<file path="src/design/segint_pkg.sv">
// Shared widths, beat types and relation codes for the segment intersection test.
package segint_pkg;

    localparam int COORD_WIDTH = 16;
    localparam int DIFF_WIDTH  = COORD_WIDTH + 1;
    localparam int PROD_WIDTH  = 2 * DIFF_WIDTH;
    localparam int SUM_WIDTH   = PROD_WIDTH + 1;

    localparam logic [2:0] REL_CROSS        = 3'd0;
    localparam logic [2:0] REL_COL_OVERLAP  = 3'd1;
    localparam logic [2:0] REL_COL_DISJOINT = 3'd2;
    localparam logic [2:0] REL_PARALLEL     = 3'd3;
    localparam logic [2:0] REL_MISS         = 3'd4;
    localparam logic [2:0] REL_DEGENERATE   = 3'd5;

    typedef logic signed [COORD_WIDTH-1:0] coord_t;
    typedef logic signed [DIFF_WIDTH-1:0]  diff_val_t;
    typedef logic signed [PROD_WIDTH-1:0]  prod_val_t;
    typedef logic signed [SUM_WIDTH-1:0]   sum_val_t;

    typedef struct packed {
        coord_t first_start_x;
        coord_t first_start_y;
        coord_t first_end_x;
        coord_t first_end_y;
        coord_t second_start_x;
        coord_t second_start_y;
        coord_t second_end_x;
        coord_t second_end_y;
    } seg_in_t;

    typedef struct packed {
        logic       touches;
        logic [2:0] relation;
    } seg_out_t;

    typedef struct packed {
        diff_val_t rx;
        diff_val_t ry;
        diff_val_t sx;
        diff_val_t sy;
        diff_val_t dx;
        diff_val_t dy;
        diff_val_t ex;
        diff_val_t ey;
    } diff_t;

    typedef struct packed {
        prod_val_t rx_sy;
        prod_val_t ry_sx;
        prod_val_t dx_ry;
        prod_val_t dy_rx;
        prod_val_t dx_sy;
        prod_val_t dy_sx;
        prod_val_t rx_rx;
        prod_val_t ry_ry;
        prod_val_t dx_rx;
        prod_val_t dy_ry;
        prod_val_t ex_rx;
        prod_val_t ey_ry;
    } prod_t;

    typedef struct packed {
        sum_val_t rs;
        sum_val_t qpr;
        sum_val_t tn;
        sum_val_t rr;
        sum_val_t d0;
        sum_val_t d1;
    } sum_t;

endpackage

</file>
<file path="src/design/segint_sum.sv">
// Third pipeline stage: cross products, squared length and projections.
module segint_sum
(
    input  logic                    clk,
    input  logic                    rst_n,
    input  logic                    in_valid,
    input  segint_pkg::prod_t       in_prod,
    output logic                    out_valid,
    output segint_pkg::sum_t        out_sum
);

    logic                 valid_reg;
    segint_pkg::sum_t     sum_reg;
    segint_pkg::sum_t     sum_next;

    always_comb
    begin
        sum_next.rs  = segint_pkg::SUM_WIDTH'(in_prod.rx_sy)
                     - segint_pkg::SUM_WIDTH'(in_prod.ry_sx);
        sum_next.qpr = segint_pkg::SUM_WIDTH'(in_prod.dx_ry)
                     - segint_pkg::SUM_WIDTH'(in_prod.dy_rx);
        sum_next.tn  = segint_pkg::SUM_WIDTH'(in_prod.dx_sy)
                     - segint_pkg::SUM_WIDTH'(in_prod.dy_sx);
        sum_next.rr  = segint_pkg::SUM_WIDTH'(in_prod.rx_rx)
                     + segint_pkg::SUM_WIDTH'(in_prod.ry_ry);
        sum_next.d0  = segint_pkg::SUM_WIDTH'(in_prod.dx_rx)
                     + segint_pkg::SUM_WIDTH'(in_prod.dy_ry);
        sum_next.d1  = segint_pkg::SUM_WIDTH'(in_prod.ex_rx)
                     + segint_pkg::SUM_WIDTH'(in_prod.ey_ry);
    end

    always_ff @(posedge clk or negedge rst_n)
    begin
        if (!rst_n)
        begin
            valid_reg <= 1'b0;
        end
        else
        begin
            valid_reg <= in_valid;
        end
    end

    always_ff @(posedge clk)
    begin
        if (in_valid)
        begin
            sum_reg <= sum_next;
        end
    end

    assign out_valid = valid_reg;
    assign out_sum   = sum_reg;

endmodule

</file>
<file path="config.mk">
export PLATFORM = sky130hd
export DESIGN_NAME = segint_sum
export DESIGN_NICKNAME = d
export VERILOG_FILES = /design/src/design/segint_pkg.sv /design/src/design/segint_sum.sv
export SDC_FILE = /design/constraint.sdc
export NUM_CORES = 1
export LEC_CHECK = 0
export ABC_AREA = 1
export BUFFER_PORTS_ARGS = -buffer_cell sky130_fd_sc_hd__buf_2
export CELL_PAD_IN_SITES_DETAIL_PLACEMENT = 0
export CELL_PAD_IN_SITES_GLOBAL_PLACEMENT = 1
export CORE_ASPECT_RATIO = 0.6
export CORE_MARGIN = 5
export CORE_UTILIZATION = 33
export DETAILED_ROUTE_END_ITERATION = 7
export PLACE_DENSITY_LB_ADDON = 0.12
export SYNTH_ARGS = -nofsm -noshare
export SYNTH_HDL_FRONTEND = slang
export SYNTH_SLANG_ARGS = --single-unit
export TNS_END_PERCENT = 10
</file>
<file path="constraint.sdc">
create_clock -name clk -period 0.8 [get_ports clk]
set_input_delay 0.12 -clock clk [delete_from_list [all_inputs] [get_ports clk]]
set_output_delay 0.12 -clock clk [all_outputs]
set_load 0.02 [all_outputs]
</file>
# Word level (Yosys, flattened, before mapping)
# Cells that the tools add are included.
# word_totals
reg_bits	211
in_bits	411
out_inout_bits	211
elab_cells	13
# classes
n_addsub	6
# op_table
op	count
34-bit by 34-bit adder with 35-bit output	3
34-bit by 34-bit subtractor with 35-bit output	3

# Longest topological paths before layout
# Gate-level depths: netlist of the first run.
# depth
depth_word	1
ltp_mapped	14
depth_no_buf	14

# Worst setup path before layout of the first run
# Ideal clock, no wire load.
# synth_path
kind	in2reg
from	input in_prod[68] (netlist bit)
to	register sum_reg, in the netlist out_sum[67] (data pin)
arrival_ps	1449
setup_slack_ps	-901
cell_stages	13
path_buffers	0
path_cell_list	ha_1 inv_1 fa_1 inv_1 nand3_1 nand3_1 nand2_1 nand2_2 nand2_1 nand2_2 nand2_1 nand3_1 nand2_1
# synth_rtl
item	line	rtl
start, declared	segint_sum.sv:7	input segint_pkg::prod_t in_prod,
end signal, assigned	segint_sum.sv:48	sum_reg <= sum_next;
end, declared	segint_sum.sv:13	segint_pkg::sum_t sum_reg;

# Worst setup path after layout of the first run
# layout_path
from	register sum_reg, in the netlist out_sum[27]
to	output out_sum[27] (netlist bit)
# layout_rtl
item	line	rtl
end, declared	segint_sum.sv:9	output segint_pkg::sum_t out_sum
# No word-level cell between the ends.

==> flow_summary.toml, run 1 <==
[layout]
layout_common_cells = "nand2_1, inv_1, buf_4"
layout-drive-gt1-share = 0.464
area_growth_pct = 68.5
final_common_cell = "nand2_1"
nets = 5027
utilization = 0.558

[yosys]
yosysSeqAreaShare = 0.299
postSynthAreaPerCell_um2 = 6.63
ys_seq_elements = 211
yosysWarningCount = 0
synth.distinct_cells = 27
syn-cell-area_mm2 = 0.0212
syn_inst = 3198
synth_nets = 3819

[floorplan]
die_h_um = 206
start_util = 0.331
io_pins = 622
fp.dieW_um = 337
dieArea_mm2 = 0.0696
coreArea_mm2 = 0.0641
rows = 72

[critical_path]
crit_path_cell_trace = "buf_6"
path_class = "reg -> out"
cp_top_family = "flip-flops"
path_max_fanout = 1
worst-path-stages = 1
start_kind = "flop"
cp_slowest_cell = "edfxtp_1"
cp-end-kind = "primary output"
worst-path-buf-inv = 1
critPathMaxStageDelay_ns = 0.55
worstPathArrival_ns = 1.35
crit_required_ns = 0.68

[route]
wl_per_cell_um = 17.4
viasPerCell = 4.60
drc = 0
vias = 24319
wirelength_mm = 92.0
first_iter_violations = 1547
drt_pass1_iterations = 5
antenna_left = 0

[outcome]
outcome = "finished, violations left"
violations = "hold timing, setup timing"

[timing]
rsz0062_at_grt = "true"
setup_ws_ns = -0.672
drv_slew = 0
final_hold_viol_count = 3
totalNegativeSetupSlack_ns = -160.22
slew_headroom = 0.718
fin_crit_sh = 1.84
setup_viol = 433
fmax_mhz = 680
holdWs_ns = -0.0535
period_needed_ns = 1.47
worst_pin_slew_ns = 0.418

[clock_network]
cts_buffers = 27
clk_pin_slew_worst_paths_ns = 0.07
root_buffer = "clkbuf_16"
cts_hold_buf = 10
clkSinkCount = 211
clockBufferDepth = 3
htree_levels = 1
cts_tree = "done"

[power]
power_density_mw_per_mm2 = 1520
p_leak_uw = 0.0182
ir_drop_mv = 1.55

[flow_run]
maxCapViolations = 0

[placed_design]
io_buffer_count = 621
gp_congestion = 0.951
post-dp-hpwl_mm = 75.3

[global_route]
grt_pass1_wl_mm = 133
grtUsageTotal = 0.245
gr-total-overflow = 0
grt_pass1_vias = 23075
grt_max_degree = 37
antenna_found_initial = 10

[hold_path]
hold_class = "in -> reg"
hold_path_depth = 2
[final cells by class]
cell class	count	area [µm²]
antenna	10	25.0
sequential	211	6330
fill	6214	28300
clock inverter	19	179
timing repair buffer	1179	8210
tap	851	1060
clock buffer	30	687
multi-input combinational	2354	16800
inverter	633	2450
[cell families (layout without fill, tap and decap cells)]
family                   after synthesis  after routing  share of synthesized area
flip-flops                           211            211                      0.299
adder cells (fa/ha/maj)              210            210                      0.126
XOR/XNOR                             102            102                     0.0421
AND/OR/NAND/NOR                     1693           1693                      0.333
other                                  0             10                          0
AO/OA/AOI/OAI                        349            349                     0.0883
buffers and inverters                633           1861                      0.112
[synth_stat cells]
| master | instances | area share |
|---|---|---|
| fa_1 | 6 | 0.0057 |
| nor2_1 | 308 | 0.055 |
| a21oi_2 | 5 | 0.0021 |
| nand3_2 | 20 | 0.0094 |
| nor3_1 | 45 | 0.011 |
| dfrtp_1 | 1 | 0.0012 |
| a21o_1 | 3 | 0.0011 |
| nand4_1 | 24 | 0.0071 |
| nor2_2 | 23 | 0.0068 |
| nor2_4 | 5 | 0.0027 |
| a21boi_1 | 2 | 0.00071 |
| a21oi_1 | 206 | 0.049 |
| o21ai_0 | 94 | 0.022 |
| xnor2_1 | 7 | 0.0029 |
| o21ai_1 | 2 | 0.00047 |
| and2_1 | 3 | 0.00089 |
| nand3_1 | 136 | 0.032 |
| inv_1 | 633 | 0.11 |
| nor4_1 | 3 | 0.00089 |
| ha_1 | 204 | 0.12 |
| a21boi_0 | 4 | 0.0014 |
| o21a_1 | 6 | 0.0021 |
| xor2_1 | 95 | 0.039 |
| o21bai_1 | 27 | 0.0096 |
| edfxtp_1 | 210 | 0.30 |
| nand2_1 | 1056 | 0.19 |
| nand2_2 | 70 | 0.021 |
[worst paths after layout]
kind / start / endpoint / slack (ns)
worst max-delay path: out_sum[27] / out_sum[27] / -0.67
worst min-delay path: in_prod[239] / out_sum[106] / -0.05
max in group asynchronous: rst_n / out_valid / 0.30
min in group asynchronous: rst_n / out_valid / 0.39
[registers in the layout, summed over array words and instances, names as in the netlist]
| register | count |
|---|---|
| out_valid | 1 |
| out_sum | 210 |
[through the flow]
stage	area [µm²]	setup WS [ns]	total power, µW	std cells
3_5_place_dp	29400	-1.25	36100	5167
3_3_place_gp	29400	-1.23	36100	5167
5_1_grt	35700	-0.691	57000	5287
4_1_cts	32800	-0.697	51700	5234
6_report	35700	-0.672	54200	5287
2_1_floorplan	21400	-0.805	26000	3198
[timing repair]
item / in CTS / in global routing
pin swaps: 78 / 188
buffers inserted: 9 / 46
endpoints found under the hold margin: 17 / 4
gates cloned: 0 / 0
setup endpoints to repair: 400 / 439
gates resized for setup: 532 / 638
[report_power, final]
group          total, µW  switching, µW  internal [µW]  leakage, µW
registers          15100            674          14500      0.00206
logic              26100          14600          11500       0.0157
clock network      12900           5760           7140     0.000419
[routing by layer]
layer	wire length, µm	vias to the layer above	track usage
met4	2000	0	0.0463
met3	4740	95	0.0355
li1	-	12516	-
met1	45100	11144	0.365
met2	40100	564	0.380
met5	0	-	0
No activity file was read; power rests on OpenSTA's default activity.
==> inputs of run 2 (changes only) <==
--- a/config.mk
+++ b/config.mk
@@ -11,7 +11,7 @@
 export CELL_PAD_IN_SITES_GLOBAL_PLACEMENT = 1
 export CORE_ASPECT_RATIO = 0.6
 export CORE_MARGIN = 5
-export CORE_UTILIZATION = 33
+export CORE_UTILIZATION = 37
 export DETAILED_ROUTE_END_ITERATION = 7
 export PLACE_DENSITY_LB_ADDON = 0.12
 export SYNTH_ARGS = -nofsm -noshare
==> constraint.sdc (replaced) <==
create_clock -name clk -period 1.45 [get_ports clk]
set_input_delay 0.2175 -clock clk [delete_from_list [all_inputs] [get_ports clk]]
set_output_delay 0.2175 -clock clk [all_outputs]
set_load 0.02 [all_outputs]
==> run 2 against run 1 <==
The run ends with setup timing left. Non-clock buffer count down 67. Worst hold slack better by 0.086 ns. Routed wire length down 6.9%. Setup slack better by 0.62 ns. Critical path type unchanged. Critical endpoint is now out_sum[158]. Highest routed layer unchanged.
==> flow_summary.toml, run 2 (synthesized netlist as in run 1, its figures left out) <==
[layout]
largest_reg_flops = 210
fillers = 5728
layout_common_cells = "nand2_1, inv_1, buf_2"
final_common_cell = "nand2_1"
nets = 4959
area_growth_pct = 44.6
utilization = 0.545
layout-drive-gt1-share = 0.328
multi_input_area_mm2 = 0.0131
regArea_mm2 = 0.00633
stdcell_count = 5118
fin_area_mm2 = 0.0306

[global_route]
grt_max_degree = 34
gr-total-overflow = 0
antenna_found_initial = 1
grt_pass1_wl_mm = 128
grt_pass1_vias = 22162
grtUsageTotal = 0.259

[route]
antenna_left = 0
first_iter_violations = 1762
wl_per_cell_um = 16.7
drc = 0
vias = 23606
viasPerCell = 4.61
wirelength_mm = 85.7
drt_pass1_iterations = 5

[timing]
fmax_mhz = 667
period_needed_ns = 1.50
totalNegativeSetupSlack_ns = -0.137
worst_pin_slew_ns = 0.527
fin_crit_sh = 1.03
setup_viol = 3
setup_ws_ns = -0.0499
slew_headroom = 0.645
rsz0062_at_grt = "true"
drv_slew = 0
final_hold_viol_count = 0

[critical_path]
path_max_fanout = 1
start_kind = "flop"
critPathMaxStageDelay_ns = 0.52
crit_path_cell_trace = "buf_6"
cp_top_family = "flip-flops"
crit_required_ns = 1.23
cp_slowest_cell = "edfxtp_1"
cp-end-kind = "primary output"
path_class = "reg -> out"
worst-path-buf-inv = 1
worstPathArrival_ns = 1.28

[floorplan]
fp.dieW_um = 319
die_h_um = 195
io_pins = 622
rows = 67
start_util = 0.377
dieArea_mm2 = 0.0623
coreArea_mm2 = 0.0563

[placed_design]
pre_cts_ws_ns = -0.636
post-dp-hpwl_mm = 74.2
gp_congestion = 0.962
io_buffer_count = 621
numPlacedInstances = 5061
postPlaceCellArea_mm2 = 0.0291

[clock_network]
root_buffer = "clkbuf_16"
clockBufferDepth = 3
clkSinkCount = 211
cts_tree = "done"
htree_levels = 1
clk_pin_slew_worst_paths_ns = 0.07
cts_buffers = 26

[hold_path]
hold_class = "in -> reg"

[power]
p_leak_uw = 0.0171
power_density_mw_per_mm2 = 904
ir_drop_mv = 0.755

[outcome]
violations = "setup timing"
outcome = "finished, violations left"

[flow_run]
maxCapViolations = 0
==> run 2: cell type report <==
type                            instances  area share
Tap cell                              759      0.0310
Sequential cell                       211       0.207
Clock inverter                         16     0.00796
Antenna cell                            1   0.0000817
Clock buffer                           32      0.0236
Inverter                              633      0.0790
Multi-Input combinational cell       2354       0.426
Timing Repair Buffer                 1112       0.226
==> run 2: power breakdown <==
group | switching (µW) | total, µW | internal (µW)
registers | 284 | 8250 | 7970
logic | 7110 | 11800 | 4730
clock network | 2990 | 7610 | 4620
total | 10400 | 27700 | 17300
==> run 2: layer usage <==
metal,global-route usage,part of all wire,up-vias,wire (µm)
met5,0,0,-,0
met4,0.0491,0.022,0,1860
met3,0.0452,0.072,84,6180
met2,0.390,0.41,687,35400
met1,0.391,0.49,10475,42200
li1,-,-,12360,-
==> run 2: what timing repair did <==
action / 4_1_cts / 5_1_grt
setup endpoints to repair: 8 / 92
hold buffers: 6 / 0
pin swaps: 0 / 16
endpoints found under the hold margin: 5 / 0
cloned: 0 / 0
resized for setup: 6 / 134
buffers inserted: 0 / 2
==> run 2: path summary, 6_finish.rpt <==
kind,start,to,depth (start not counted)
worst max-delay path,out_sum[158],out_sum[158],1
min in group asynchronous,rst_n,out_valid,3
max in group asynchronous,rst_n,out_valid,3
worst min-delay path,in_valid,out_sum[206],1
==> run 2: stage by stage <==
step                      hold WS (ns)  total power (µW)
after floorplan                -0.0781             14300
after global placement        -0.00803             19800
after detailed placement      -0.00662             19800
after CTS                      0.00210             27600
after global routing           0.00930             29200
final                           0.0327             27700
