`config.mk`:
```
export PLATFORM = sky130hd
export DESIGN_NAME = segint_diff
export DESIGN_NICKNAME = d
export VERILOG_FILES = /design/src/design/segint_pkg.sv /design/src/design/segint_diff.sv
export SDC_FILE = /design/constraint.sdc
export NUM_CORES = 1
export LEC_CHECK = 0
export ABC_AREA = 0
export BUFFER_PORTS_ARGS = -buffer_cell sky130_fd_sc_hd__buf_2
export CAP_MARGIN = 20
export CORE_MARGIN = 2
export CORE_UTILIZATION = 55
export DETAILED_ROUTE_END_ITERATION = 8
export PLACE_DENSITY = 0.79
export SLEW_MARGIN = 20
export SYNTH_ARGS = -nofsm -noshare
export SYNTH_HDL_FRONTEND = slang
export SYNTH_SLANG_ARGS = --single-unit
```
`constraint.sdc`:
```
create_clock -name clk -period 1.3 [get_ports clk]
set_clock_uncertainty 0.15 [all_clocks]
set_input_delay 0.26 -clock clk [delete_from_list [all_inputs] [get_ports clk]]
set_output_delay 0.26 -clock clk [all_outputs]
set_load 0.005 [all_outputs]
```
`src/design/segint_pkg.sv`:
```
// Shared widths, beat types and relation codes for the segment intersection test.
package segint_pkg;

    localparam int COORD_WIDTH = 16;
    localparam int DIFF_WIDTH  = COORD_WIDTH + 1;
    localparam int PROD_WIDTH  = 2 * DIFF_WIDTH;
    localparam int SUM_WIDTH   = PROD_WIDTH + 1;

    localparam logic [2:0] REL_CROSS        = 3'd0;
    localparam logic [2:0] REL_COL_OVERLAP  = 3'd1;
    localparam logic [2:0] REL_COL_DISJOINT = 3'd2;
    localparam logic [2:0] REL_PARALLEL     = 3'd3;
    localparam logic [2:0] REL_MISS         = 3'd4;
    localparam logic [2:0] REL_DEGENERATE   = 3'd5;

    typedef logic signed [COORD_WIDTH-1:0] coord_t;
    typedef logic signed [DIFF_WIDTH-1:0]  diff_val_t;
    typedef logic signed [PROD_WIDTH-1:0]  prod_val_t;
    typedef logic signed [SUM_WIDTH-1:0]   sum_val_t;

    typedef struct packed {
        coord_t first_start_x;
        coord_t first_start_y;
        coord_t first_end_x;
        coord_t first_end_y;
        coord_t second_start_x;
        coord_t second_start_y;
        coord_t second_end_x;
        coord_t second_end_y;
    } seg_in_t;

    typedef struct packed {
        logic       touches;
        logic [2:0] relation;
    } seg_out_t;

    typedef struct packed {
        diff_val_t rx;
        diff_val_t ry;
        diff_val_t sx;
        diff_val_t sy;
        diff_val_t dx;
        diff_val_t dy;
        diff_val_t ex;
        diff_val_t ey;
    } diff_t;

    typedef struct packed {
        prod_val_t rx_sy;
        prod_val_t ry_sx;
        prod_val_t dx_ry;
        prod_val_t dy_rx;
        prod_val_t dx_sy;
        prod_val_t dy_sx;
        prod_val_t rx_rx;
        prod_val_t ry_ry;
        prod_val_t dx_rx;
        prod_val_t dy_ry;
        prod_val_t ex_rx;
        prod_val_t ey_ry;
    } prod_t;

    typedef struct packed {
        sum_val_t rs;
        sum_val_t qpr;
        sum_val_t tn;
        sum_val_t rr;
        sum_val_t d0;
        sum_val_t d1;
    } sum_t;

endpackage

```
`src/design/segint_diff.sv`:
```
// First pipeline stage: coordinate differences of the two segments.
module segint_diff
(
    input  logic                    clk,
    input  logic                    rst_n,
    input  logic                    in_valid,
    input  segint_pkg::seg_in_t     in_beat,
    output logic                    out_valid,
    output segint_pkg::diff_t       out_diff
);

    logic                 valid_reg;
    segint_pkg::diff_t    diff_reg;
    segint_pkg::diff_t    diff_next;

    always_comb
    begin
        diff_next.rx = segint_pkg::DIFF_WIDTH'(in_beat.first_end_x)
                     - segint_pkg::DIFF_WIDTH'(in_beat.first_start_x);
        diff_next.ry = segint_pkg::DIFF_WIDTH'(in_beat.first_end_y)
                     - segint_pkg::DIFF_WIDTH'(in_beat.first_start_y);
        diff_next.sx = segint_pkg::DIFF_WIDTH'(in_beat.second_end_x)
                     - segint_pkg::DIFF_WIDTH'(in_beat.second_start_x);
        diff_next.sy = segint_pkg::DIFF_WIDTH'(in_beat.second_end_y)
                     - segint_pkg::DIFF_WIDTH'(in_beat.second_start_y);
        diff_next.dx = segint_pkg::DIFF_WIDTH'(in_beat.second_start_x)
                     - segint_pkg::DIFF_WIDTH'(in_beat.first_start_x);
        diff_next.dy = segint_pkg::DIFF_WIDTH'(in_beat.second_start_y)
                     - segint_pkg::DIFF_WIDTH'(in_beat.first_start_y);
        diff_next.ex = segint_pkg::DIFF_WIDTH'(in_beat.second_end_x)
                     - segint_pkg::DIFF_WIDTH'(in_beat.first_start_x);
        diff_next.ey = segint_pkg::DIFF_WIDTH'(in_beat.second_end_y)
                     - segint_pkg::DIFF_WIDTH'(in_beat.first_start_y);
    end

    always_ff @(posedge clk or negedge rst_n)
    begin
        if (!rst_n)
        begin
            valid_reg <= 1'b0;
        end
        else
        begin
            valid_reg <= in_valid;
        end
    end

    always_ff @(posedge clk)
    begin
        if (in_valid)
        begin
            diff_reg <= diff_next;
        end
    end

    assign out_valid = valid_reg;
    assign out_diff  = diff_reg;

endmodule

```
==> impl.org, run 1 <==
** Outcome
- Outcome :: stopped before the end
- The run ended at global routing.
- Error msg :: [ERROR DPL-0038] Utilization greater than 100%, impossible to legalize

** Clock tree
- H-tree lvl count :: 4
- Root cell of the clock tree :: clkbuf_16
- Number of buffers on the longest clock path :: 2
- The clock net in this run drives a total of 137 sinks.
- Num CTS Buffers :: 17

** Synthesis
- Share of synthesized registers carrying an async set or reset :: 0.730%
- In this run, distinct cell masters in the synthesized netlist total 67.
- Prevailing post-synth register cell :: edfxtp_1
- Top cell type's share of synthesized area :: 39.5%
- Of all cell types, the one taking the most synthesized area is edfxtp_1.
- Most instantiated cells after synthesis :: 136 x edfxtp_1, 128 x ha_1, 114 x inv_1
- For this run, the number of Yosys warnings is 0.
- Synthesis inferred 137 register bits.
- Yosys attributes the largest share of cell area to edfxtp_1 39%, ha_1 15%, xnor2_1 5.2%.
- Yosys mapped a number of flops with a built-in enable equal to 136.
- A synthesized cell averages 10.1 µm².
- Post-synthesis instance area :: 10300 µm²
- For this run, the register share of the synthesized area comes to 39.7%.
- Synthesis produced a netlist whose cell count is 1028.
- edfxtp_1 is the most common cell in the netlist.
- When the netlist entered floorplanning its net count stood at 1295.

** Floorplan
- Vert. Die Dim :: 141 µm
- Initial cell density of the core :: 55.6%
- In this run the core area contains 50 standard-cell rows.
- Number of primary I/O pins :: 268
- The die is 141 µm wide.

** Placement
- At the end of routability-driven placement, the weighted congestion stood at 0.956.
- Port Buf Inserts :: 267
- DP HPWL :: 25100 µm
- At the placement stage, the worst setup path has a slack of -1.25 ns.
- The placed instances occupy a cell area of 15300 µm².

** GRT
- Entering global routing, the biggest net connects 44 pins.

** Timing
- Type of pin the worst path ends at :: register input
- Worst setup endpoint GRT :: out_diff[101]$_DFFE_PP_/D
==> metrics by stage <==
stage	std cells	utilization [%]	setup TNS, ns
after global placement	1828	82.3	-102.44
after CTS	1892	93.3	-47.15
after floorplan	1028	-	-54.07
after detailed placement	1828	82.3	-107.91
==> logic make-up after synthesis <==
group	share of synthesized area [%]
AO/OA/AOI/OAI	20.4
XOR/XNOR	7.45
adder cells (fa/ha/maj)	17.0
buffers and inverters	4.37
flip-flops	39.7
multiplexers	0.290
AND/OR/NAND/NOR	10.7
==> timing repair <==
item | 4_1_cts
endpoints found under the hold margin | 6
endpoints found under the setup margin | 249
pin swaps | 133
buffers inserted | 35
resized for setup | 239
hold buffers | 3
==> inputs of run 2 (changes only) <==
--- a/config.mk
+++ b/config.mk
@@ -9,9 +9,9 @@
 export BUFFER_PORTS_ARGS = -buffer_cell sky130_fd_sc_hd__buf_2
 export CAP_MARGIN = 20
 export CORE_MARGIN = 2
-export CORE_UTILIZATION = 55
+export CORE_UTILIZATION = 40
 export DETAILED_ROUTE_END_ITERATION = 8
-export PLACE_DENSITY = 0.79
+export PLACE_DENSITY_LB_ADDON = 0.15
 export SLEW_MARGIN = 20
 export SYNTH_ARGS = -nofsm -noshare
 export SYNTH_HDL_FRONTEND = slang
==> impl.org, run 2 <==
** Finish
- The library cells used most frequently in the layout, excluding fill and tap cells, are 298 x buf_4, 240 x buf_2, 136 x edfxtp_1.
- Of the cells placed in the final design, the portion with a size suffix greater than 1 is 56.5%.
- From synthesis to final layout, the design area changed by 75.2%.
- Footprint of the multi-input gates :: 7870 µm²
- The library cell used most frequently in the layout, excluding fill and tap cells, is buf_4.
- Registers take 4110 µm².
- Fillcell total :: 1864
- Area of all placed cells without fillers :: 18100 µm²
- Max reg flops :: 136
- At the end of the flow, the number of nets in the layout was 1936.
- Count of non-filler cells in the finished layout :: 2016
- At the end of the flow the core is filled with cells to 71.7%.

** Power
- In this run the static leakage power is 8.01 nW.
- Peak ir drop on the vdd network :: 0.556 mV
- Power per unit of standard cell area :: 1000 nW/µm²

** Route
- The first detailed-routing pass took 5 iterations.
- Final ANT Viol Nets :: 0
- Final Routed Wirelength :: 34000 µm
- DR vias/cell :: 5.14
- For this run, design rule violations remaining after detail routing come to 0.
- WL/cell :: 16.9 µm
- The final route contains 10400 vias.
- Count of routing violations after the opening detailed-route iteration :: 598

** Placement
- Post-placement cell area :: 15600 µm²
- Dpl cells :: 1941
- During placement, the flow inserted port buffers numbering 267.
- Global placer's final weighted congestion :: 0.865
- DP HPWL :: 25500 µm

** Timing
- Headroom to the max-slew limit :: 74.1%
- Final count of hold timing violations :: 0
- Post-layout minimum cycle time :: 2.01 ns
- Derived from the worst setup path, the maximum achievable clock frequency is 498 MHz.
- Finish-stage setup viols :: 242
- Final Cycle Share :: 155%
- At the pin with the least slew margin, the transition time is 0.388 ns.
- Max-slew violation total from the final report :: 0
- Once routing completed, OpenROAD measured the worst setup slack at -0.709 ns.
- Setup repair after global routing could not meet its margin everywhere.
- Worst hold margin :: 0.0648 ns
- Setup total negative slack on the finished layout was measured at -47.47 ns.

** Clock tree
- Number of clock sinks :: 137
- Number of buffers on the longest clock path :: 2
- The cell sitting at the root of the clock tree is a clkbuf_16.
- TritonCTS built the clock tree.
- Num CTS Buffers :: 17
- CTS built an H-tree with a depth of 4.
- Clock transition at the register clock pins on the worst setup and hold paths after CTS :: 0.07 ns

** Floorplan
- Number of cell rows :: 58
- The core region is 25300 µm².
- 268 I/O pins were placed.
- The initial utilization of the core area, before any placement, comes to 40.9%.
- The die covers 27200 µm².
- Chip Width :: 165 µm
- The floorplan step set the die height to 165 µm.

** GRT
- Global routing consumed, over all layers together, 24.5% of the routing resources.
- GR Overflow Total :: 0
- Via count of the first global-routing pass :: 10200
- The initial antenna violation count was 3.
- The first global-routing pass estimated 51800 µm of wire.
- Pin count of the biggest net entering global routing :: 36

** Synthesis
- Register area share after synthesis :: 39.7%
- Prevailing post-synth register cell :: edfxtp_1
- Most instantiated cells after synthesis :: 136 x edfxtp_1, 128 x ha_1, 114 x inv_1
- Average cell area after synthesis :: 10.1 µm²
- Synthesis produced a netlist whose cell count is 1028.
- Number of nets produced by synthesis :: 1295
- Yosys mapped a number of flops with a built-in enable equal to 136.
- Most instantiated library cell after synthesis :: edfxtp_1
- Area leader, netlist :: edfxtp_1
- Synthesis instantiated 67 different standard cells from the library.
- The mapped netlist covers 10300 µm².
- During synthesis, Yosys emitted a total of 0 warnings.
- In the synthesized netlist the async set-or-reset flop fraction comes to 0.730%.
- Top area cells in the synthesized netlist :: edfxtp_1 39%, ha_1 15%, xnor2_1 5.2%
- The top cell type by area accounts for 39.5% of the synthesized area.
- In this run, synthesis produced a sequential element count of 137.

** Run
- Maxcap violations :: 0

** Outcome
- The final reports fail on setup timing.
- The run finished, with violations left.

** Min path
- The worst hold path begins at in_beat[32].
- The path with the worst hold slack has its endpoint at out_diff[68].
- In this run the worst hold path is classified as primary input to flop.
- The worst hold path passes through 3 cells.

** Setup path
- Crit start category :: primary input
- STA classifies the critical path endpoint as a flop.
- Of all nets on the critical path, the largest fanout is 3.
- The worst setup path is of the primary input to flop kind.
- Endpoint required time on the critical path :: 1.32 ns
- Data arrives at the worst endpoint at 2.03 ns.
run 2: worst max-delay path, cell delays in order:
cell,delay [ns]
buf_12,0.09
inv_12,0.03
ha_4,0.15
fa_2,0.36
nor2b_4,0.14
o31a_1,0.20
nand4_1,0.22
a31oi_4,0.28
nand2_1,0.08
a32o_1,0.21
run 2: routing by layer:
metal  track usage (%)  share of wire, %
met5                 0             0.021
met1              33.7                46
met4              6.80               1.9
met2              40.5                48
met3              3.54               4.3
run 2: worst max path at each step:
stage / startpoint / endpoint / cells after the start
after CTS: in_beat[32] / out_diff[44] / 11
after global placement: in_beat[0] / out_diff[84] / 10
after global routing: in_beat[0] / out_diff[84] / 10
after detailed placement: in_beat[0] / out_diff[84] / 10
final: in_beat[0] / out_diff[84] / 10
after floorplan: in_beat[16] / out_diff[99] / 9
run 2: cell type report:
class / instances / share of cell area, %
multi-input cells: 771 / 43.4
repair buffers: 628 / 25.2
flip-flops and latches: 137 / 22.7
inverters: 114 / 3.25
clock buffers: 19 / 2.39
well taps: 330 / 2.28
clock inverters: 13 / 0.677
diodes: 4 / 0.0552
run 2: where the power goes:
part           total, mW  switching [mW]  leakage [nW]  internal, mW
Clock               4.81            2.16         0.260          2.65
Sequential          6.00           0.217          1.34          5.78
Combinational       7.31            3.45          6.40          3.85
Total               18.1            5.83          8.01          12.3
run 2: logic make-up (layout without fill, tap and decap cells):
group	count (synthesis)	count (layout)	synth area share, %
mux	3	3	0.290
buf+inv	120	774	4.37
fa+ha+maj	136	136	17.0
compound gates	316	316	20.4
simple gates	228	228	10.7
xor+xnor	88	88	7.45
other cells	0	4	0
flops	137	137	39.7
run 2: per-stage QoR:
stage          setup slack (ns)  total power, mW
6_report                 -0.709             18.1
5_1_grt                  -0.757             19.1
4_1_cts                  -0.677             17.8
2_1_floorplan            -0.848             9.13
3_5_place_dp              -1.27             12.1
3_3_place_gp              -1.24             12.0
run 2: what timing repair did:
item                                    4_1_cts  5_1_grt
gates resized for setup                     246      106
endpoints found under the hold margin         4        0
buffers inserted                             24       29
hold buffers                                  3        0
pin swaps                                   125       99
endpoints found under the setup margin      248      247
Note: power is estimated with default switching activity, not from simulation.
==> inputs of run 3 (changes only) <==
--- a/config.mk
+++ b/config.mk
@@ -12,6 +12,7 @@
 export CORE_UTILIZATION = 40
 export DETAILED_ROUTE_END_ITERATION = 8
 export PLACE_DENSITY_LB_ADDON = 0.15
+export REMOVE_ABC_BUFFERS = 1
 export SLEW_MARGIN = 20
 export SYNTH_ARGS = -nofsm -noshare
 export SYNTH_HDL_FRONTEND = slang
==> impl.org, run 3 (synthesis gave the netlist of run 2 again) <==
** Floorplan
- Number of cell rows :: 58
- In this run the horizontal extent of the chip is 165 µm.
- The die covers 27200 µm².
- Core Area :: 25300 µm²
- The initial utilization of the core area, before any placement, comes to 40.9%.
- The floorplan step set the die height to 165 µm.
- Number of primary I/O pins :: 268

** Finish
- Max reg flops :: 136
- Commonest non-fill, non-tap cell in the layout :: buf_4
- Proportion of layout cells with a drive suffix above 1 :: 55.9%
- Fin nets :: 1954
- For this run, the number of standard cells in the final layout without fillers is 2036.
- Relative to the synthesized area, the layout overhead comes to 73.3%.
- Commonest cells after routing, fill and taps aside :: 319 x buf_4, 243 x buf_2, 136 x edfxtp_1

** Placement
- At the end of routability-driven placement, the weighted congestion stood at 0.877.
- Port Buf Inserts :: 267
- OpenSTA, run right after detailed placement, puts the worst setup slack at -1.47 ns.
- Once detailed placement completed, the half-perimeter wirelength came to 25100 µm.
- Counting tap cells, the placed design contains a total of 1935 instances.

** Timing
- Max-slew violation total from the final report :: 0
- Maximum clock frequency :: 509 MHz
- Finish-stage setup viols :: 246
- Setup repair after global routing could not meet its margin everywhere.
- For the pin with the worst max-slew slack, the measured transition is 0.434 ns.
- The final hold violation count came to 0.
- Once routing completed, OpenROAD measured the worst setup slack at -0.665 ns.
- Worst hold margin :: 0.0174 ns
- Accumulated negative setup slack :: -48.75 ns
- Headroom to the max-slew limit :: 70.8%
- Post-layout minimum cycle time :: 1.96 ns
- Of the available clock period, the critical path in the final layout requires 151%.

** GRT
- For met1 alone, demand over resource in global routing was 28.3%.
- In the global route stage, met3 resource usage came out at 5.95%.
- Pin count of the biggest net entering global routing :: 34
- Tot GR Track Use :: 24.9%
- GR Overflow Total :: 0
- The layer flagged by global routing as most heavily used is met2.
- Via count of the first global-routing pass :: 10600
- The first global-routing pass estimated 52200 µm of wire.
- For this run, global-route usage on met2 was measured as 45.0%.
- The initial antenna violation count came to 8.

** Min path
- Type of the most critical hold path :: primary input to flop
- Worst min-delay path startpoint :: in_valid

** Power
- Part of the total power dissipated in combinational logic :: 38.4%
- For this design the static power due to leakage is 8.10 nW.
- The design draws 18.9 mW.
- Internal power of the cells :: 13.1 mW
- P_sw :: 5.79 mW
- Dividing total power by cell area gives a power density of 1050 nW/µm².
- The clock network burns 30.1% of the power.
- VDD sags by at most 0.637 mV.
- Registers are responsible for 31.6% of the overall power.
- Of the total power, the share spent switching nets is 30.7%.

** Setup path
- Endpoint required time on the critical path :: 1.33 ns
- Data arrives at the worst endpoint at 2.00 ns.
- The worst setup path is captured at a flop.
- The worst setup path is launched from a primary input.
- In this run the worst path has a maximum fanout of 3.
- The worst setup path is of the primary input to flop kind.
- Launching instance or port of the critical path :: in_beat[32]

** Route
- In this run the remaining antenna-violating nets after routing total 0.
- Before antenna repair, the detailed router went through 5 iterations.
- Overall via count from detail_route :: 10400
- Dividing the detail-routed via count by the number of cells gives 5.13.
- WL/cell :: 17.3 µm
- For this run, design rule violations remaining after detail routing come to 0.
- For this block, the routed nets add up to 35100 µm of wire.
- Count of routing violations after the opening detailed-route iteration :: 682

** Clock tree
- Clock transition at the register clock pins on the worst setup and hold paths after CTS :: 0.07 ns
- TritonCTS built the clock tree.
- Clock tree synthesis inserted a total of 17 buffers.
- Number of clock sinks :: 137
- H-tree lvl count :: 4
- No sink is reached through more buffers than the 2 on the longest clock path.
- CTS placed an instance of clkbuf_16 at the clock tree root.

** Outcome
- Failing checks :: setup timing
- Outcome :: finished with violations

** Run
- Maxcap violations :: 0
run 3: final cells by class:
type / count / area [µm²]
Clock buffer: 18 / 439
Antenna cell: 6 / 15.0
Fill cell: 1864 / 7330
Inverter: 114 / 503
Clock inverter: 14 / 234
Tap cell: 330 / 413
Timing Repair Buffer: 646 / 4650
Multi-Input combinational cell: 771 / 7560
Sequential cell: 137 / 4110
run 3: repair_timing:
action	in CTS	in global routing
hold endpoints to repair	1	0
setup endpoints to repair	243	245
gates cloned	0	0
hold buffers	2	0
pin swaps	176	108
gates resized for setup	364	122
buffers inserted	45	35
run 3: layer usage:
metal | up-vias | share of wire, % | wire, µm
met5 | - | 0.12 | 41
met4 | 6 | 3.1 | 1080
met3 | 74 | 6.7 | 2350
met2 | 336 | 51 | 17900
met1 | 4909 | 39 | 13800
li1 | 5124 | - | -
run 3: per-stage QoR:
| step | area [µm²] | util (%) |
|---|---|---|
| final | 17900 | 71.0 |
| after floorplan | 10300 | - |
| after CTS | 17200 | 68.0 |
| after global placement | 14500 | 57.4 |
| after global routing | 17900 | 70.9 |
| after detailed placement | 14500 | 57.4 |
run 3: final timing paths:
check / endpoint / cells past startpoint
min in group asynchronous: out_valid / 3
max in group asynchronous: out_valid / 3
setup / recovery: out_diff[84] / 10
hold / removal: out_diff[118] / 1
run 3: worst max-delay path, stage by stage:
cell	delay, ns
buf_8	0.11
ha_4	0.15
fa_2	0.36
nor2b_2	0.15
o31a_1	0.21
nand4_1	0.14
a31oi_1	0.19
buf_4	0.16
nand2_2	0.05
a32o_1	0.21
run 3: power groups by stage:
stage / clock [mW] / combinational [mW] / sequential [mW]
after floorplan: 0 / 2.59 / 6.14
after global placement: 0 / 5.45 / 6.06
after detailed placement: 0 / 5.54 / 6.06
after CTS: 5.77 / 6.67 / 5.97
after global routing: 5.95 / 7.85 / 6.03
final: 5.68 / 7.25 / 5.97
