<file path="src/design/segint_pkg.sv">
// Shared widths, beat types and relation codes for the segment intersection test.
package segint_pkg;

    localparam int COORD_WIDTH = 16;
    localparam int DIFF_WIDTH  = COORD_WIDTH + 1;
    localparam int PROD_WIDTH  = 2 * DIFF_WIDTH;
    localparam int SUM_WIDTH   = PROD_WIDTH + 1;

    localparam logic [2:0] REL_CROSS        = 3'd0;
    localparam logic [2:0] REL_COL_OVERLAP  = 3'd1;
    localparam logic [2:0] REL_COL_DISJOINT = 3'd2;
    localparam logic [2:0] REL_PARALLEL     = 3'd3;
    localparam logic [2:0] REL_MISS         = 3'd4;
    localparam logic [2:0] REL_DEGENERATE   = 3'd5;

    typedef logic signed [COORD_WIDTH-1:0] coord_t;
    typedef logic signed [DIFF_WIDTH-1:0]  diff_val_t;
    typedef logic signed [PROD_WIDTH-1:0]  prod_val_t;
    typedef logic signed [SUM_WIDTH-1:0]   sum_val_t;

    typedef struct packed {
        coord_t first_start_x;
        coord_t first_start_y;
        coord_t first_end_x;
        coord_t first_end_y;
        coord_t second_start_x;
        coord_t second_start_y;
        coord_t second_end_x;
        coord_t second_end_y;
    } seg_in_t;

    typedef struct packed {
        logic       touches;
        logic [2:0] relation;
    } seg_out_t;

    typedef struct packed {
        diff_val_t rx;
        diff_val_t ry;
        diff_val_t sx;
        diff_val_t sy;
        diff_val_t dx;
        diff_val_t dy;
        diff_val_t ex;
        diff_val_t ey;
    } diff_t;

    typedef struct packed {
        prod_val_t rx_sy;
        prod_val_t ry_sx;
        prod_val_t dx_ry;
        prod_val_t dy_rx;
        prod_val_t dx_sy;
        prod_val_t dy_sx;
        prod_val_t rx_rx;
        prod_val_t ry_ry;
        prod_val_t dx_rx;
        prod_val_t dy_ry;
        prod_val_t ex_rx;
        prod_val_t ey_ry;
    } prod_t;

    typedef struct packed {
        sum_val_t rs;
        sum_val_t qpr;
        sum_val_t tn;
        sum_val_t rr;
        sum_val_t d0;
        sum_val_t d1;
    } sum_t;

endpackage

</file>
<file path="src/design/segint_decide.sv">
// Fourth and fifth pipeline stages: zero tests, sign normalization and the relation code.
module segint_decide
(
    input  logic                    clk,
    input  logic                    rst_n,
    input  logic                    in_valid,
    input  segint_pkg::sum_t        in_sum,
    output logic                    out_valid,
    output segint_pkg::seg_out_t    out_result
);

    logic                     norm_valid_reg;
    logic                     rs_zero_reg;
    logic                     qpr_zero_reg;
    logic                     rr_zero_reg;
    segint_pkg::sum_val_t     rr_reg;
    segint_pkg::sum_val_t     lo_reg;
    segint_pkg::sum_val_t     hi_reg;
    segint_pkg::sum_val_t     tn_reg;
    segint_pkg::sum_val_t     un_reg;
    segint_pkg::sum_val_t     den_reg;
    segint_pkg::sum_val_t     lo_next;
    segint_pkg::sum_val_t     hi_next;
    segint_pkg::sum_val_t     tn_next;
    segint_pkg::sum_val_t     un_next;
    segint_pkg::sum_val_t     den_next;

    logic                     res_valid_reg;
    segint_pkg::seg_out_t     res_reg;
    segint_pkg::seg_out_t     res_next;
    logic                     overlap;
    logic                     cross_hit;

    always_comb
    begin
        if (in_sum.d0 < in_sum.d1)
        begin
            lo_next = in_sum.d0;
            hi_next = in_sum.d1;
        end
        else
        begin
            lo_next = in_sum.d1;
            hi_next = in_sum.d0;
        end
        if (in_sum.rs < 0)
        begin
            den_next = -in_sum.rs;
            tn_next  = -in_sum.tn;
            un_next  = -in_sum.qpr;
        end
        else
        begin
            den_next = in_sum.rs;
            tn_next  = in_sum.tn;
            un_next  = in_sum.qpr;
        end
    end

    always_ff @(posedge clk or negedge rst_n)
    begin
        if (!rst_n)
        begin
            norm_valid_reg <= 1'b0;
            res_valid_reg  <= 1'b0;
        end
        else
        begin
            norm_valid_reg <= in_valid;
            res_valid_reg  <= norm_valid_reg;
        end
    end

    always_ff @(posedge clk)
    begin
        if (in_valid)
        begin
            rs_zero_reg  <= (in_sum.rs == '0);
            qpr_zero_reg <= (in_sum.qpr == '0);
            rr_zero_reg  <= (in_sum.rr == '0);
            rr_reg       <= in_sum.rr;
            lo_reg       <= lo_next;
            hi_reg       <= hi_next;
            tn_reg       <= tn_next;
            un_reg       <= un_next;
            den_reg      <= den_next;
        end
    end

    assign overlap   = (lo_reg <= rr_reg) && (hi_reg >= 0);
    assign cross_hit = (tn_reg >= 0) && (tn_reg <= den_reg)
                    && (un_reg >= 0) && (un_reg <= den_reg);

    always_comb
    begin
        priority if (rs_zero_reg && qpr_zero_reg && rr_zero_reg)
        begin
            res_next.touches  = 1'b0;
            res_next.relation = segint_pkg::REL_DEGENERATE;
        end
        else if (rs_zero_reg && qpr_zero_reg)
        begin
            res_next.touches  = overlap;
            res_next.relation = overlap ? segint_pkg::REL_COL_OVERLAP
                                        : segint_pkg::REL_COL_DISJOINT;
        end
        else if (rs_zero_reg)
        begin
            res_next.touches  = 1'b0;
            res_next.relation = segint_pkg::REL_PARALLEL;
        end
        else
        begin
            res_next.touches  = cross_hit;
            res_next.relation = cross_hit ? segint_pkg::REL_CROSS
                                          : segint_pkg::REL_MISS;
        end
    end

    always_ff @(posedge clk)
    begin
        if (norm_valid_reg)
        begin
            res_reg <= res_next;
        end
    end

    assign out_valid  = res_valid_reg;
    assign out_result = res_reg;

endmodule

</file>
<file path="config.mk">
export PLATFORM = sky130hd
export DESIGN_NAME = segint_decide
export DESIGN_NICKNAME = d
export VERILOG_FILES = /design/src/design/segint_pkg.sv /design/src/design/segint_decide.sv
export SDC_FILE = /design/constraint.sdc
export NUM_CORES = 1
export LEC_CHECK = 0
export BUFFER_PORTS_ARGS = -buffer_cell sky130_fd_sc_hd__buf_4
export CORE_ASPECT_RATIO = 1.1
export CORE_MARGIN = 5
export CORE_UTILIZATION = 44
export DETAILED_ROUTE_END_ITERATION = 8
export PLACE_DENSITY_LB_ADDON = 0.3
export SETUP_SLACK_MARGIN = 0.5
export SLEW_MARGIN = 20
export SYNTH_ARGS = -nofsm -noshare
export SYNTH_HDL_FRONTEND = slang
export SYNTH_SLANG_ARGS = --single-unit
</file>
<file path="constraint.sdc">
create_clock -name clk -period 2.7 [get_ports clk]
set_input_delay 0.135 -clock clk [delete_from_list [all_inputs] [get_ports clk]]
set_output_delay 0.135 -clock clk [all_outputs]
set_load 0.02 [all_outputs]
</file>
======== Word level (Yosys, flattened, before mapping) ========
Index checks and enable logic that the tools add are counted.
W data, S select, Z words.
word-level totals
  register bits ........................... 219
  latch bits .............................. 0
  memory bits (writable) .................. 0
  memory bits (read-only) ................. 0
  input port bits ......................... 213
  memories ................................ 0
operators by class
  add/sub/neg operators ................... 3
  $mul .................................... 0
  div/mod/pow operators ................... 0
  order comparisons ....................... 8
  eq/ne operators ......................... 0
  shifts and indexed selects .............. 0
  muxes and demuxes ....................... 9
  bitwise operators ....................... 0
  reductions and logical operators ........ 9
operators by type and width
  operator               number
  $mux W35               5
  $ge A35 B1 Y1 const B  3
  $le A35 B35 Y1         3
  $logic_not A35 Y1      3
  $neg A35 Y35           3
  $lt A35 B1 Y1 const B  1
  $lt A35 B35 Y1         1
  $mux W4                2
  $logic_and A1 B1 Y1    6
  $mux W3                1
  $mux W2                1

======== Longest topological paths before layout ========
Gate-level depths: netlist of run 1.
  depth after elaboration ................. 7
  depth in mapped cells ................... 11
  mapped depth without buffers ............ 9

======== Worst setup path after synthesis of run 1 ========
OpenSTA, ideal clock, no wires.
  path type ............................... input to register
  start point ............................. in in_sum[149] in the netlist's numbering
  end point ............................... reg un_reg[34] (data pin)
  arrival time ............................ 2.522 ns
  required time ........................... 2.442 ns
  slack ................................... -0.080 ns
  stages on the path ...................... 7
  path buffers ............................ 0
  path through ............................ or4_4 or3_4 or4b_4 or2_4 or4_4 o31ai_4 xnor2_1
between the ends
  word-level cells in the longest chain between the ends .. 2
RTL lines
  element                line                 text
  start, declared        segint_decide.sv:7   input segint_pkg::sum_t in_sum,
  $neg A35 Y35           segint_decide.sv:50  un_next = -in_sum.qpr;
  $mux W35               segint_decide.sv:46  if (in_sum.rs < 0)
  named net un_next[34]  segint_decide.sv:25  segint_pkg::sum_val_t un_next;
  end signal, assigned   segint_decide.sv:85  un_reg <= un_next;
  end, declared          segint_decide.sv:20  segint_pkg::sum_val_t un_reg;
The timed path passes the listed nets, and every way through them passes these cells.
A chain may end at the register's enable or synchronous reset.

======== Final worst setup path of run 1 ========
  start point ............................. in in_sum[149] in the netlist's numbering
  end point ............................... reg un_reg[32] (data pin)
The elaborated chain is that of the path after synthesis.

==> results of run 1 <==
[final cells by class]
type                       count  share of cell area (%)
clock inverter                12                   0.963
tap                          352                    2.69
multi-input combinational    689                    38.2
clock buffer                  20                    2.79
timing repair buffer         357                    18.7
sequential                   185                    33.9
antenna                        1                  0.0153
inverter                     120                    2.80
[final timing paths]
check	depth (start not counted)	endpoint	startpoint
setup / recovery	8	un_reg[32]	in_sum[149]
hold / removal	2	qpr_zero_reg	in_sum[174]
setup reg to reg	9	out_result[2]	tn_reg[18]
hold reg to reg	0	out_valid	norm_valid_reg
max in group asynchronous	3	norm_valid_reg	rst_n
min in group asynchronous	3	out_valid	rst_n
[worst reg2reg max path: stages (launching register included)]
cell and delay, ps:
sky130_fd_sc_hd__edfxtp_1 380, sky130_fd_sc_hd__ha_1 320, sky130_fd_sc_hd__nand4_1 210, sky130_fd_sc_hd__nor4_2 330
sky130_fd_sc_hd__buf_4 160, sky130_fd_sc_hd__o21a_1 170, sky130_fd_sc_hd__o41ai_4 100, sky130_fd_sc_hd__a31o_2 250
sky130_fd_sc_hd__nand4_1 150, sky130_fd_sc_hd__a21boi_1 230
[metrics by stage]
stage | hold WS, ps | TNS, ps | cell area, um^2
floorplan | -161 | -263 | 12000
global placement | -82.9 | -2060 | 14400
detailed placement | -80.5 | -2640 | 14400
CTS | 0.825 | 0 | 15900
global route | 1.54 | 0 | 16400
finish | 17.0 | 0 | 16400
[layer usage]
metal	routed length [um]	share of wire [%]
met2	16100	52
met1	12000	39
met3	1940	6.2
met4	1030	3.3
met5	24	0.077
[cells in the final DEF (no fill, tap or decap), types with 16 or more instances in the layout]
cell type | Yosys | layout
sky130_fd_sc_hd__a21o_1 | 16 | 16
sky130_fd_sc_hd__a21oi_1 | 43 | 38
sky130_fd_sc_hd__buf_4 | 0 | 255
sky130_fd_sc_hd__clkbuf_16 | 0 | 20
sky130_fd_sc_hd__dlygate4sd3_1 | 0 | 82
sky130_fd_sc_hd__edfxtp_1 | 183 | 183
sky130_fd_sc_hd__ha_1 | 142 | 127
sky130_fd_sc_hd__inv_1 | 120 | 113
sky130_fd_sc_hd__mux2_4 | 0 | 34
sky130_fd_sc_hd__nand2_1 | 59 | 56
sky130_fd_sc_hd__nand4_1 | 27 | 27
sky130_fd_sc_hd__nor2_1 | 20 | 19
sky130_fd_sc_hd__o21ai_0 | 52 | 39
sky130_fd_sc_hd__o31ai_1 | 32 | 26
sky130_fd_sc_hd__xnor2_1 | 97 | 97
[power by group through the flow]
| stage | sequential, mW | clock (mW) | combinational (mW) |
|---|---|---|---|
| 6_report | 3.61 | 2.60 | 1.98 |
| 5_1_grt | 3.63 | 2.78 | 2.21 |
| 4_1_cts | 3.61 | 2.66 | 1.85 |
| 3_5_place_dp | 3.67 | 0 | 1.72 |
| 3_3_place_gp | 3.66 | 0 | 1.66 |
| 2_1_floorplan | 3.64 | 0 | 0.998 |
[kinds of logic after synthesis]
| group | synth area share [%] |
|---|---|
| compound gates | 11.3 |
| fa+ha+maj | 15.3 |
| xor+xnor | 7.39 |
| flops | 47.8 |
| mux | 3.58 |
| buf+inv | 4.40 |
| simple gates | 10.3 |
[timing repair]
| action | 4_1_cts | 5_1_grt |
|---|---|---|
| hold buffers | 78 | 4 |
| cloned | 0 | 3 |
| hold endpoints to repair | 69 | 3 |
| gates resized for setup | 31 | 47 |
| setup endpoints to repair | 54 | 61 |
| buffers inserted | 3 | 5 |
| pin swaps | 14 | 25 |
==> impl_metrics.sql, run 1 <==
INSERT INTO impl_metrics (metric_group, metric, value, unit) VALUES
('status', 'run_status', 'complete, no violations', ''),
('yosys', 'yosys.area.top_type_share', '47.3', '%'),
('yosys', 'most_instantiated_library_cell_after_synthesis', 'sky130_fd_sc_hd__edfxtp_1', ''),
('yosys', 'yosysWarnings', '0', ''),
('yosys', 'netlist_top_cells_count', 'sky130_fd_sc_hd__edfxtp_1, sky130_fd_sc_hd__ha_1, sky130_fd_sc_hd__inv_1', ''),
('layout', 'syn2layout_area_growth', '41.0', '%'),
('global_routing', 'gr-usage-met1', '23.5', '%'),
('yosys', 'synthTopCellsByArea', 'sky130_fd_sc_hd__edfxtp_1, sky130_fd_sc_hd__ha_1, sky130_fd_sc_hd__xnor2_1', ''),
('placed_design', 'gp_congestion', '0.857', ''),
('flow_run', 'maxCapViolations', '0', ''),
('floorplan', 'die_h', '180', 'um'),
('floorplan', 'die_span_x', '165', 'um'),
('yosys', 'postSynth.asyncResetShare', '1.08', '%'),
('layout', 'seqCellArea', '5550', 'um^2'),
('sta', 'max_freq', '394', 'MHz'),
('clock_tree', 'cts-htree-levels', '4', ''),
('power', 'combPwrFrac', '24.2', '%'),
('layout', 'final_nets', '1725', ''),
('routing', 'avgRoutedWirePerCell', '17.9', 'um'),
('min_path', 'worst_hold_path_type', 'primary input to flop', ''),
('setup_path', 'critical_path.cell_chain', 'buf_6 -> or4_4 -> or3_4 -> or4b_4 -> or2_4 -> or4_4 -> o31ai_4 -> xnor2_1', ''),
('clock_tree', 'clk_latency', '430', 'ps'),
('yosys', 'post_synth.cell_area_avg', '11.5', 'um^2'),
('global_routing', 'grt_busiest_layer', 'met2', ''),
('setup_path', 'signal_arrival_time_at_the_worst_endpoint', '2710', 'ps'),
('setup_path', 'criticalPathCategory', 'primary input to flop', ''),
('setup_path', 'timing.critical_path.buf_inv', '1', ''),
('clock_tree', 'cts-buffers-inserted', '17', ''),
('global_routing', 'grt_first_pass_wirelength', '47500', 'um'),
('yosys', 'ys_dominant_reg_cell', 'sky130_fd_sc_hd__edfxtp_1', ''),
('yosys', 'synth_edf_count', '183', ''),
('yosys', 'syn_nets', '1365', ''),
('routing', 'detail_route.iter0.violations', '462', ''),
('clock_tree', 'ctsLongestPathBuffers', '2', ''),
('floorplan', 'floorplan.initialDensity', '44.6', '%'),
('layout', 'final_non_filler_cells', '1736', ''),
('setup_path', 'cpMaxStageDelayCell', 'sky130_fd_sc_hd__or4b_4', ''),
('sta', 'report.final.slew_viol_count', '0', ''),
('routing', 'detailroute.via_count', '9167', ''),
('clock_tree', 'cts.sinks', '185', ''),
('placed_design', 'place.detailed.instances', '1610', ''),
('routing', 'drt_pre_antenna_iters', '5', ''),
('yosys', 'synthCells', '1010', ''),
('floorplan', 'coreArea', '26100', 'um^2'),
('global_routing', 'pin_count_of_the_biggest_net_entering_global_routing', '92', ''),
('routing', 'totalWireLength', '31100', 'um'),
('global_routing', 'first_global_vias', '9524', ''),
('yosys', 'ys_seq_area_share', '47.8', '%'),
('power', 'power.share.switching', '27.0', '%'),
('layout', 'final_util', '62.8', '%'),
('power', 'intPower', '5.98', 'mW'),
('sta', 'period_share', '94.0', '%'),
('global_routing', 'grt_util_met3', '4.35', '%'),
('sta', 'hold_violations', '0', ''),
('power', 'pwr-share-clk', '31.8', '%'),
('clock_tree', 'cts.root.buffer_cell', 'sky130_fd_sc_hd__clkbuf_16', ''),
('power', 'design_power_total', '8.19', 'mW'),
('routing', 'route.detailed.drc', '0', ''),
('setup_path', 'regToRegSetupSlack', '240', 'ps'),
('layout', 'share_of_layout_cells_above_drive_strength_1', '31.5', '%'),
('yosys', 'mapped_cell_area', '11600', 'um^2'),
('floorplan', 'placement_rows', '62', ''),
('clock_tree', 'clk_pin_slew_worst_paths', '70', 'ps'),
('power', 'power.leakage', '6.88', 'nW'),
('sta', 'worst_slew_pin_slew', '494', 'ps'),
('global_routing', 'grt-ovfl-total', '0', ''),
('setup_path', 'setup.worst_path.start_class', 'primary input', ''),
('layout', 'multiInputGateArea', '6260', 'um^2'),
('sta', 'rsz0062_at_grt', 'yes', ''),
('sta', 'setup_violations', '0', ''),
('sta', 'layout_setup_ws', '163', 'ps');
No activity file was read; power rests on OpenSTA's default activity.
==> inputs of run 2 (changes only) <==
- CORE_UTILIZATION: 44 -> 55
- HOLD_SLACK_MARGIN: default -> 0.15
==> impl_metrics.sql, run 2 (synthesis gave the netlist of run 1 again) <==
INSERT INTO impl_metrics (metric_group, metric, value, unit) VALUES
('sta', 'rsz0062_at_grt', 'yes', ''),
('setup_path', 'cpMaxStageDelayCell', 'sky130_fd_sc_hd__a221o_1', ''),
('power', 'power.share.switching', '29.2', '%'),
('routing', 'detail_route.iter0.violations', '982', ''),
('sta', 'report.final.slew_viol_count', '0', ''),
('global_routing', 'pin_count_of_the_biggest_net_entering_global_routing', '66', ''),
('placed_design', 'detailed_place.area', '14300', 'um^2'),
('setup_path', 'crit_path_max_fanout', '8', ''),
('sta', 'timing.slew.headroom', '56.0', '%'),
('sta', 'period_share', '97.8', '%'),
('power', 'power.leakage', '7.58', 'nW'),
('clock_tree', 'cts-htree-levels', '4', ''),
('clock_tree', 'clk_latency', '440', 'ps'),
('setup_path', 'regToRegSetupSlack', '180', 'ps'),
('routing', 'drt_pre_antenna_iters', '5', ''),
('sta', 'hold_violations', '0', ''),
('clock_tree', 'clk_pin_slew_worst_paths', '70', 'ps'),
('placed_design', 'placement.io_buffers', '217', ''),
('global_routing', 'grt_first_pass_wirelength', '62100', 'um'),
('sta', 'holdWs', '172', 'ps'),
('power', 'intPower', '6.17', 'mW'),
('floorplan', 'die_h', '162', 'um'),
('power', 'cellPowerDensity', '484', 'nW/um^2'),
('power', 'switching_power', '2.54', 'mW'),
('setup_path', 'endpoint_kind', 'flop', ''),
('global_routing', 'first_global_vias', '11700', ''),
('global_routing', 'grt_use_total', '33.3', '%'),
('layout', 'final_nets', '1883', ''),
('min_path', 'hold_start', 'in_sum[179]', ''),
('placed_design', 'dpl.hpwl', '23500', 'um'),
('floorplan', 'die-area', '24100', 'um^2'),
('sta', 'fin_skew', '21.8', 'ps'),
('setup_path', 'critical_path.cell_chain', 'buf_4 -> inv_1 -> ha_4 -> a21o_1 -> a21o_1 -> a21oi_2 -> o31ai_2 -> buf_4 -> a221o_1 -> o2bb2ai_4 -> buf_6 -> buf_6 -> buf_16 -> mux2_4', ''),
('floorplan', 'coreArea', '20700', 'um^2'),
('setup_path', 'criticalPathCategory', 'primary input to flop', ''),
('sta', 'setup_total_negative_slack', '0', 'ps'),
('setup_path', 'data_required_time_at_the_worst_endpoint', '2880', 'ps'),
('setup_path', 'critPathMaxStageDelay', '430', 'ps'),
('routing', 'detail_route.vias_per_cell', '6.09', ''),
('routing', 'detail-route-antenna-nets', '0', ''),
('status', 'run_status', 'complete, no violations', ''),
('routing', 'avgRoutedWirePerCell', '24.4', 'um'),
('setup_path', 'ff2ff_path_depth', '11', ''),
('sta', 'max_freq', '379', 'MHz'),
('layout', 'final_common_cell', 'sky130_fd_sc_hd__buf_4', ''),
('global_routing', 'grt_antenna_before_repair', '0', ''),
('placed_design', 'gp_congestion', '0.881', ''),
('clock_tree', 'cts-buffers-inserted', '17', ''),
('power', 'ir_worst_vdd', '0.419', 'mV'),
('setup_path', 'setup.worst_path.start_class', 'primary input', ''),
('layout', 'insertedDiodeCount', '0', ''),
('sta', 'post-route-min-period', '2640', 'ps'),
('floorplan', 'die_span_x', '149', 'um'),
('routing', 'totalWireLength', '44500', 'um'),
('setup_path', 'signal_arrival_time_at_the_worst_endpoint', '2820', 'ps'),
('layout', 'final_non_filler_cells', '1826', ''),
('clock_tree', 'ctsLongestPathBuffers', '2', ''),
('layout', 'syn2layout_area_growth', '54.8', '%'),
('min_path', 'timing.hold.worst_endpoint', 'den_reg[5]', ''),
('layout', 'share_of_layout_cells_above_drive_strength_1', '29.9', '%'),
('min_path', 'whs_path_depth', '3', ''),
('routing', 'detailroute.via_count', '11100', ''),
('routing', 'route.detailed.drc', '0', ''),
('setup_path', 'timing.rr.end', 'out_result[2]', ''),
('clock_tree', 'cts.root.buffer_cell', 'sky130_fd_sc_hd__clkbuf_16', ''),
('layout', 'most_frequent_cells_in_the_layout', 'sky130_fd_sc_hd__buf_4, sky130_fd_sc_hd__dlygate4sd3_1, sky130_fd_sc_hd__edfxtp_1, sky130_fd_sc_hd__ha_1, sky130_fd_sc_hd__inv_1', ''),
('clock_tree', 'cts.sinks', '185', ''),
('floorplan', 'pin_count', '218', ''),
('floorplan', 'placement_rows', '55', ''),
('power', 'pwr-share-clk', '29.6', '%'),
('layout', 'design_area', '18000', 'um^2'),
('min_path', 'worst_hold_path_type', 'primary input to flop', ''),
('sta', 'setup_violations', '0', ''),
('power', 'reg_power_share', '41.9', '%'),
('power', 'design_power_total', '8.70', 'mW'),
('floorplan', 'floorplan.initialDensity', '56.1', '%'),
('global_routing', 'grt-ovfl-total', '0', ''),
('sta', 'worst_slew_pin_slew', '659', 'ps'),
('clock_tree', 'tritoncts', 'yes', ''),
('setup_path', 'source_of_the_worst_register_to_register_timing_path', 'den_reg[22]', ''),
('power', 'combPwrFrac', '28.5', '%'),
('placed_design', 'place.detailed.instances', '1544', ''),
('flow_run', 'maxCapViolations', '0', '');
## run 2: changes by cell type in the layout (fill, tap and decap cells not counted), moves of 3 or more
cell                            before  now
sky130_fd_sc_hd__buf_16              0    4
sky130_fd_sc_hd__buf_6              10   14
sky130_fd_sc_hd__buf_4             255  267
sky130_fd_sc_hd__ha_4               14   18
sky130_fd_sc_hd__o31ai_1            26   22
sky130_fd_sc_hd__clkbuf_16          20   17
sky130_fd_sc_hd__o21ai_0            39   36
sky130_fd_sc_hd__ha_1              127  123
sky130_fd_sc_hd__dlygate4sd3_1      82  223
## run 2: layout make-up
type	instances	area [um^2]
multi-input combinational	689	6390
sequential	185	5550
timing repair buffer	515	4640
fill	870	2730
inverter	120	458
clock buffer	18	429
tap	285	357
clock inverter	14	159
## run 2: stage by stage
step / worst slack, ps / util [%]
6_report: 59.6 / 86.8
2_1_floorplan: -79.7 / -
5_1_grt: 5.57 / 86.8
3_3_place_gp: -247 / 68.9
4_1_cts: 201 / 84.6
3_5_place_dp: -282 / 68.9
## run 2: what timing repair did
action                     4_1_cts  5_1_grt
hold buffers                   224        0
setup endpoints to repair       55       72
pin swaps                       25       34
hold endpoints to repair       179        0
gates cloned                     4        0
setup buffers                   11       12
gates resized for setup         43       61
## run 2: worst max path at each step
| stage | start | end | slack (ps) |
|---|---|---|---|
| floorplan | in_sum[149] | un_reg[34] | -80 |
| global placement | in_sum[120] | tn_reg[33] | -250 |
| detailed placement | in_sum[120] | tn_reg[33] | -280 |
| CTS | in_sum[149] | un_reg[34] | 200 |
| global route | den_reg[21] | out_result[2] | 6 |
| finish | in_sum[8] | lo_reg[10] | 60 |
## run 2: worst max-delay path, delay by kind of cell
family / cells / cell delay [ps]
multiplexers: 1 / 340
adder cells (fa/ha/maj): 1 / 230
buffers and inverters: 6 / 780
AO/OA/AOI/OAI: 6 / 1340
## run 2: metal layers
layer	routed length, um	GRT usage, %
met3	4130	7.29
met5	0	0
met4	2640	17.1
met2	22400	60.1
met1	15300	36.5
## run 2: power by group through the flow
stage          Sequential (mW)  Clock, mW  Combinational (mW)
3_3_place_gp              3.66          0                1.63
4_1_cts                   3.61       2.55                2.15
2_1_floorplan             3.64          0               0.998
6_report                  3.64       2.58                2.48
5_1_grt                   3.66       2.71                2.64
3_5_place_dp              3.67          0                1.72
